### src/rtl/core/csvt_pkg.sv
// Shared types, constants and helpers for the CSV record tokenizer.
package csvt_pkg;

    localparam int unsigned UNIT_W  = 16;
    localparam int unsigned COUNT_W = 9;
    localparam int unsigned CFG_IDX_W = 2;

    localparam logic [UNIT_W-1:0]  LINE_FEED      = 16'd10;
    localparam logic [COUNT_W-1:0] MAX_FIELDS     = 9'd256;
    localparam logic [UNIT_W-1:0]  RST_SEPARATOR  = 16'd44;
    localparam logic [UNIT_W-1:0]  RST_QUOTE      = 16'd34;
    localparam logic [COUNT_W-1:0] RST_EXPECTED   = 9'd0;

    typedef enum logic [CFG_IDX_W-1:0] {
        CFG_SEPARATOR = 2'd0,
        CFG_QUOTE     = 2'd1,
        CFG_EXPECTED  = 2'd2
    } t_cfg_idx;

    typedef struct packed {
        logic [UNIT_W-1:0]  separator_char;
        logic [UNIT_W-1:0]  quote_char;
        logic [COUNT_W-1:0] expected_fields;
    } t_cfg;

    typedef struct packed {
        logic               inside_quotes;
        logic               quote_pending;
        logic               quote_parity;
        logic               field_has_data;
        logic               last_was_separator;
        logic [COUNT_W-1:0] fields_closed;
    } t_state;

    typedef struct packed {
        logic               data_valid;
        logic [UNIT_W-1:0]  data_unit;
        logic               field_end;
        logic               record_end;
        logic [COUNT_W-1:0] field_count;
        logic               record_match;
    } t_result;

    // Saturating field counter increment.
    function automatic logic [COUNT_W-1:0] sat_inc(input logic [COUNT_W-1:0] cnt);
        sat_inc = (cnt < MAX_FIELDS) ? cnt + COUNT_W'(1) : cnt;
    endfunction

endpackage

### src/rtl/core/csvt_cfg_regs.sv
// Configuration registers of the CSV record tokenizer.
module csvt_cfg_regs (
    input  logic                                i_clk,
    input  logic                                i_rst_n,
    input  logic                                i_cfg_we,
    input  logic [csvt_pkg::CFG_IDX_W-1:0]      i_cfg_idx,
    input  logic [csvt_pkg::UNIT_W-1:0]         i_cfg_data,
    output csvt_pkg::t_cfg                      o_cfg
);

    csvt_pkg::t_cfg r_cfg;

    always_ff @(posedge i_clk) begin
        if (!i_rst_n) begin
            r_cfg.separator_char  <= csvt_pkg::RST_SEPARATOR;
            r_cfg.quote_char      <= csvt_pkg::RST_QUOTE;
            r_cfg.expected_fields <= csvt_pkg::RST_EXPECTED;
        end else if (i_cfg_we) begin
            case (i_cfg_idx)
                csvt_pkg::CFG_SEPARATOR: r_cfg.separator_char <= i_cfg_data;
                csvt_pkg::CFG_QUOTE:     r_cfg.quote_char     <= i_cfg_data;
                csvt_pkg::CFG_EXPECTED:
                    r_cfg.expected_fields <= i_cfg_data[csvt_pkg::COUNT_W-1:0];
                default: ; // drop writes to unused indexes
            endcase
        end
    end

    assign o_cfg = r_cfg;

endmodule

### src/rtl/core/csvt_core.sv
// Tokenizer state register and single-unit step logic.
module csvt_core (
    input  logic                        i_clk,
    input  logic                        i_rst_n,
    input  logic                        i_step,
    input  logic [csvt_pkg::UNIT_W-1:0] i_code_unit,
    input  logic                        i_end_of_input,
    input  csvt_pkg::t_cfg              i_cfg,
    output csvt_pkg::t_result           o_result,
    output logic                        o_has_result
);

    csvt_pkg::t_state r_state;
    csvt_pkg::t_state n_state;

    always_comb begin
        logic in_record;
        logic is_quote;
        logic is_sep;
        n_state   = r_state;
        o_result  = '0;
        is_quote  = (i_code_unit == i_cfg.quote_char);
        is_sep    = (i_code_unit == i_cfg.separator_char);
        in_record = !((i_code_unit == csvt_pkg::LINE_FEED) && !r_state.quote_parity);

        if (in_record) begin
            if (is_quote) begin
                n_state.quote_parity = !r_state.quote_parity;
                if (r_state.quote_pending) begin
                    // doubled quote: emit one literal quote
                    o_result.data_valid    = 1'b1;
                    o_result.data_unit     = i_cfg.quote_char;
                    n_state.field_has_data = 1'b1;
                    n_state.quote_pending  = 1'b0;
                end else begin
                    n_state.quote_pending = 1'b1;
                end
            end else begin
                if (r_state.quote_pending) begin
                    n_state.inside_quotes = !r_state.inside_quotes;
                    n_state.quote_pending = 1'b0;
                end
                if (is_sep && !n_state.inside_quotes) begin
                    n_state.fields_closed  = csvt_pkg::sat_inc(n_state.fields_closed);
                    n_state.field_has_data = 1'b0;
                    o_result.field_end     = 1'b1;
                end else begin
                    o_result.data_valid    = 1'b1;
                    o_result.data_unit     = i_code_unit;
                    n_state.field_has_data = 1'b1;
                end
            end
            n_state.last_was_separator = is_sep;
        end

        if (!in_record || i_end_of_input) begin
            n_state.quote_pending = 1'b0;
            if (n_state.field_has_data || n_state.last_was_separator) begin
                n_state.fields_closed  = csvt_pkg::sat_inc(n_state.fields_closed);
                n_state.field_has_data = 1'b0;
                o_result.field_end     = 1'b1;
            end
            o_result.record_end = 1'b1;
        end

        o_result.field_count = n_state.fields_closed;
        if (o_result.record_end) begin
            o_result.record_match = (n_state.fields_closed == i_cfg.expected_fields);
            n_state = '0;
        end

        o_has_result = o_result.data_valid || o_result.field_end || o_result.record_end;
    end

    always_ff @(posedge i_clk) begin
        if (!i_rst_n) begin
            r_state <= '0;
        end else if (i_step) begin
            r_state <= n_state;
        end
    end

endmodule

### src/rtl/core/csv_record_tokenizer.sv
// Top level of the CSV record tokenizer: input register, step logic, result register.
//
//  channel   direction  handshake                  payload
//  input     in         i_in_valid / o_in_stall    i_code_unit, i_end_of_input
//  result    out        o_out_valid / i_out_stall  o_data_valid .. o_record_match
//  config    in         i_cfg_we                   i_cfg_idx, i_cfg_data
//
// One code unit per cycle sustained while the result port is not stalled; a unit's
// result passes through the input register, the step logic and the result register
// before it can transfer on the result port.
// The quote/field state loop closes through the combinational step logic.
// Reset is synchronous, active low; it clears state and restores defaults.
// A stalled result holds the result register; the input register then holds
// its unit and the input channel stalls. Units with no result pass silently.
module csv_record_tokenizer (
    input  logic                                i_clk,
    input  logic                                i_rst_n,
    // input channel
    input  logic                                i_in_valid,
    output logic                                o_in_stall,
    input  logic [csvt_pkg::UNIT_W-1:0]         i_code_unit,
    input  logic                                i_end_of_input,
    // result channel
    output logic                                o_out_valid,
    input  logic                                i_out_stall,
    output logic                                o_data_valid,
    output logic [csvt_pkg::UNIT_W-1:0]         o_data_unit,
    output logic                                o_field_end,
    output logic                                o_record_end,
    output logic [csvt_pkg::COUNT_W-1:0]        o_field_count,
    output logic                                o_record_match,
    // configuration
    input  logic                                i_cfg_we,
    input  logic [csvt_pkg::CFG_IDX_W-1:0]      i_cfg_idx,
    input  logic [csvt_pkg::UNIT_W-1:0]         i_cfg_data
);

    csvt_pkg::t_cfg    w_cfg;
    csvt_pkg::t_result w_result;
    logic              w_has_result;
    logic              w_advance;

    logic                        r_in_valid;
    logic [csvt_pkg::UNIT_W-1:0] r_in_code_unit;
    logic                        r_in_eoi;
    logic                        r_out_valid;
    csvt_pkg::t_result           r_out;

    // Step the held unit when the result register is free or draining now.
    assign w_advance  = r_in_valid && (!r_out_valid || !i_out_stall);
    assign o_in_stall = r_in_valid && !w_advance;

    csvt_cfg_regs u_cfg_regs (
        .i_clk      (i_clk),
        .i_rst_n    (i_rst_n),
        .i_cfg_we   (i_cfg_we),
        .i_cfg_idx  (i_cfg_idx),
        .i_cfg_data (i_cfg_data),
        .o_cfg      (w_cfg)
    );

    csvt_core u_core (
        .i_clk          (i_clk),
        .i_rst_n        (i_rst_n),
        .i_step         (w_advance),
        .i_code_unit    (r_in_code_unit),
        .i_end_of_input (r_in_eoi),
        .i_cfg          (w_cfg),
        .o_result       (w_result),
        .o_has_result   (w_has_result)
    );

    // Input register: load on every transfer, empty when stepped with no refill.
    always_ff @(posedge i_clk) begin
        if (!i_rst_n) begin
            r_in_valid <= 1'b0;
        end else if (i_in_valid && !o_in_stall) begin
            r_in_valid <= 1'b1;
        end else if (w_advance) begin
            r_in_valid <= 1'b0;
        end
    end

    always_ff @(posedge i_clk) begin
        if (i_in_valid && !o_in_stall) begin
            r_in_code_unit <= i_code_unit;
            r_in_eoi       <= i_end_of_input;
        end
    end

    // Result register: capture only steps that produce a result.
    always_ff @(posedge i_clk) begin
        if (!i_rst_n) begin
            r_out_valid <= 1'b0;
        end else if (w_advance && w_has_result) begin
            r_out_valid <= 1'b1;
        end else if (r_out_valid && !i_out_stall) begin
            r_out_valid <= 1'b0;
        end
    end

    always_ff @(posedge i_clk) begin
        if (w_advance && w_has_result) begin
            r_out <= w_result;
        end
    end

    assign o_out_valid    = r_out_valid;
    assign o_data_valid   = r_out.data_valid;
    assign o_data_unit    = r_out.data_unit;
    assign o_field_end    = r_out.field_end;
    assign o_record_end   = r_out.record_end;
    assign o_field_count  = r_out.field_count;
    assign o_record_match = r_out.record_match;

    a_match_only_at_end: assert property (@(posedge i_clk) disable iff (!i_rst_n)
        o_out_valid && o_record_match |-> o_record_end)
        else $error("record match flagged outside record end");

    a_no_empty_result: assert property (@(posedge i_clk) disable iff (!i_rst_n)
        o_out_valid |-> (o_data_valid || o_field_end || o_record_end))
        else $error("result transferred with nothing to report");

    a_unit_zero_without_data: assert property (@(posedge i_clk) disable iff (!i_rst_n)
        o_out_valid && !o_data_valid |-> (o_data_unit == '0))
        else $error("data unit nonzero without data valid");

    a_count_saturates: assert property (@(posedge i_clk) disable iff (!i_rst_n)
        o_out_valid |-> (o_field_count <= csvt_pkg::MAX_FIELDS))
        else $error("field count beyond saturation limit");

    a_stall_only_when_full: assert property (@(posedge i_clk) disable iff (!i_rst_n)
        o_in_stall |-> (r_in_valid && r_out_valid && i_out_stall))
        else $error("input stalled while pipeline can advance");

endmodule

### config.mk
export PLATFORM = sky130hd
export DESIGN_NAME = csv_record_tokenizer
export DESIGN_NICKNAME = d
export VERILOG_FILES = /design/src/rtl/core/csvt_pkg.sv /design/src/rtl/core/csvt_cfg_regs.sv /design/src/rtl/core/csvt_core.sv /design/src/rtl/core/csv_record_tokenizer.sv
export SDC_FILE = /design/constraint.sdc
export NUM_CORES = 1
export LEC_CHECK = 0
export BUFFER_PORTS_ARGS = -buffer_cell sky130_fd_sc_hd__buf_2
export CAP_MARGIN = 10
export CORE_MARGIN = 3
export CORE_UTILIZATION = 54
export CTS_CLUSTER_DIAMETER = 80
export DETAILED_ROUTE_END_ITERATION = 8
export PLACE_DENSITY_LB_ADDON = 0.3
export SYNTH_ARGS = -nofsm -noshare
export SYNTH_HDL_FRONTEND = slang
export SYNTH_SLANG_ARGS = --single-unit
### constraint.sdc
create_clock -name i_clk -period 3.85 [get_ports i_clk]
set_input_delay 0.5775 -clock i_clk [delete_from_list [all_inputs] [get_ports i_clk]]
set_output_delay 0.5775 -clock i_clk [all_outputs]
set_load 0.1 [all_outputs]
==> results.py <==
metrics = {
    "status": {
        "status": "finished, final reports clean",
    },
    "finish": {
        "drive_gt1_share_pct": 21.00,
        "diodes": 0,
        "final_area_um2": 5587,
        "syn2layout_area_growth_pct": 14.55,
        "final_nets": 575,
    },
    "placed_design": {
        "dpl_cell_area_um2": 5374,
        "place_congestion": 0.9409,
        "io_buffers": 70,
        "hpwl_mm": 8.172,
    },
    "power": {
        "p_leak_nw": 2.188,
        "powerDensity_nw_per_um2": 392.4,
        "peakVddDrop_uv": 180.4,
        "totalPowerFinal_w": 0.002192,
    },
    "grt": {
        "grt_max_degree": 58,
        "grt.overflow.total": 0,
        "antenna_found_initial": 0,
        "track_usage_pct": 22.47,
        "grt_pass1_vias": 3353,
        "grt_pass1_wl_mm": 17.67,
    },
    "clock_tree": {
        "cts_inserted_buffers": 9,
        "cts_setup_buffers": 0,
        "path_clk_slew_ns": 0.11,
        "cts.sinks": 103,
        "clk_latency_ns": 0.38,
        "cts_resized": 0,
        "cts_tree": "done",
        "cts.path.max_buffers": 2,
        "cts_root_buf": "clkbuf_8",
        "cts_hold_buf": 0,
        "htreeDepth": 3,
    },
    "synthesis": {
        "syn_area_per_cell_um2": 10.56,
        "synth.area.mux_share_pct": 2.540,
        "synth_fa_ha_area_share_pct": 0.5131,
        "synth_common_cells": "78 x nand2_1, 57 x dfxtp_1, 46 x edfxtp_1",
        "synthXorXnorAreaFrac_pct": 11.16,
        "ys_seq_area_share_pct": 51.72,
        "synth_top_family_by_area": "simple AND/OR/NAND/NOR gates",
        "yosysMostFrequentCell": "nand2_1",
        "synth_area_leaders": "edfxtp_1 28%, dfxtp_1 23%, nand2_1 6.0%, xnor2_1 5.6%, xor2_1 4.7%",
        "async_flop_share_pct": 0,
        "yosys.area.top_type": "edfxtp_1",
        "synth-edff-count": 46,
        "synthSimpleGateAreaFrac_pct": 20.50,
        "yosysUniqueCellTypes": 48,
        "synth_top_cell_area_share_pct": 28.32,
        "yosys_warnings": 0,
        "synth_ff_type": "dfxtp_1",
        "synth_seq_cells": 103,
        "synth_fp_nets": 504,
        "synth_compound_area_share_pct": 11.65,
        "syn_area_um2": 4877,
        "netlist_instances": 462,
    },
    "timing": {
        "final_hold_viol_count": 0,
        "rsz0062_at_grt": "false",
        "finalCritPeriodShare_pct": 91.20,
        "tns_ns": 0,
        "period_needed_ns": 3.511,
        "fmax_mhz": 284.8,
        "fin_worst_skew_ns": 0.01947,
        "drv_slew": 0,
        "slew_headroom_pct": 43.10,
        "worst_slew_pin_slew_ns": 0.8536,
        "setup_viol": 0,
    },
    "run": {
        "cap_violations": 0,
    },
    "routing": {
        "vias": 3646,
        "drt_iter0_drc": 242,
        "ant_nets": 0,
        "drc": 0,
        "vias_per_cell": 5.644,
        "drt_pass1_iterations": 5,
        "routedWlPerCell_um": 17.21,
        "routed_wl_mm": 11.12,
    },
    "critical_path": {
        "start_kind": "flip-flop",
        "crit_fanout": 6,
        "ff2ff_setup_slack_ns": 0.34,
        "critPathKind": "flip-flop to flip-flop",
        "cp.required_ns": 4.06,
        "endpoint_kind": "flip-flop",
        "crit_arrival_ns": 3.72,
    },
    "floorplanning": {
        "die_h_um": 101.0,
        "core_um2": 8763,
        "fp-row-count": 34,
        "ios": 71,
        "dieArea_um2": 10210,
        "start_util_pct": 55.65,
        "chipWidth_um": 101.0,
    },
    "hold_path": {
        "hold_path_class": "input pin to flip-flop",
    },
}
final timing paths:
check,from,cells after the start,to
worst min-delay path,i_code_unit[13],1,r_in_code_unit[13]$_DFFE_PP_
worst max-delay path,r_in_code_unit[10]$_DFFE_PP_,11,o_record_match$_SDFFCE_PP0P_
worst max register to register,r_in_code_unit[10]$_DFFE_PP_,11,o_record_match$_SDFFCE_PP0P_
worst min register to register,u_cfg_regs.o_cfg[39]$_SDFFE_PN0P_,2,u_cfg_regs.o_cfg[39]$_SDFFE_PN0P_
placed cells by master, fill, tap and decap left out, drive strengths merged, types with 3 or more instances in the layout:
cell type,instances
nor3b,3
and2,6
xor2,26
dfxtp,57
nand4,8
a22oi,4
mux2,3
o21ai,8
nand3,9
a21oi,11
nor2b,19
a22o,14
inv,10
a21boi,30
nand2,78
mux2i,9
nand3b,6
clkbuf,9
xnor2,31
buf,80
nor2,16
edfxtp,46
and3,3
nor4,14
nor3,8
o21a,3
per-layer routing:
metal	vias up	routed length, µm	part of all wire [%]	GRT usage, %
met2	149	4741	43	32.30
met4	0	107	0.96	5.828
li1	1784	-	-	-
met1	1703	5382	48	35.08
met3	10	886	8.0	3.668
met5	-	0	0	0
power breakdown:
group / switching (W) / total, W / leakage (nW) / internal [W]
clock network: 0.000430 / 0.000699 / 0.107 / 0.000268
registers: 0.0000334 / 0.00122 / 0.894 / 0.00119
logic: 0.000194 / 0.000274 / 1.19 / 0.0000802
state kept, by name, indices dropped and copies added, names as in the netlist:
register	flops
o_record_match	1
o_field_end	1
o_field_count	9
o_out_valid	1
o_data_unit	16
u_cfg_regs.o_cfg	41
u_core.r_state	14
r_in_code_unit	16
o_record_end	1
r_in_valid	1
r_in_eoi	1
o_data_valid	1
stage by stage:
step	instances	hold WS (ns)	setup slack [ns]	utilization, %
after floorplan	462	0.4553	0.5578	-
after global placement	630	0.4747	0.4307	61.32
after detailed placement	630	0.4801	0.3928	61.32
after CTS	646	0.3571	0.3435	63.75
after global routing	646	0.3606	0.04254	63.75
final	646	0.3712	0.3386	63.75
logic make-up after synthesis:
| group | count (synthesis) |
|---|---|
| adder cells (fa/ha/maj) | 2 |
| multiplexers | 12 |
| AO/OA/AOI/OAI | 80 |
| buffers and inverters | 25 |
| XOR/XNOR | 59 |
| AND/OR/NAND/NOR | 181 |
| flip-flops | 103 |
layout make-up:
cell class	count	area, µm²
well taps	108	135.1
multi-input cells	334	2272
fillers	745	3177
flip-flops and latches	103	2522
repair buffers	80	425.4
clock inverters	7	88.84
clock buffers	9	123.9
inverters	5	18.77
critical path: stages, from the launching register on:
cell	delay (ns)
edfxtp_1	0.48
xor2_1	0.19
nor4_2	0.34
nand4_2	0.24
nor4_1	0.43
buf_4	0.21
mux2_2	0.38
ha_1	0.31
mux2_2	0.29
xnor2_1	0.15
o211ai_1	0.12
nor4b_2	0.21
Power figures use the tool's default switching activity.
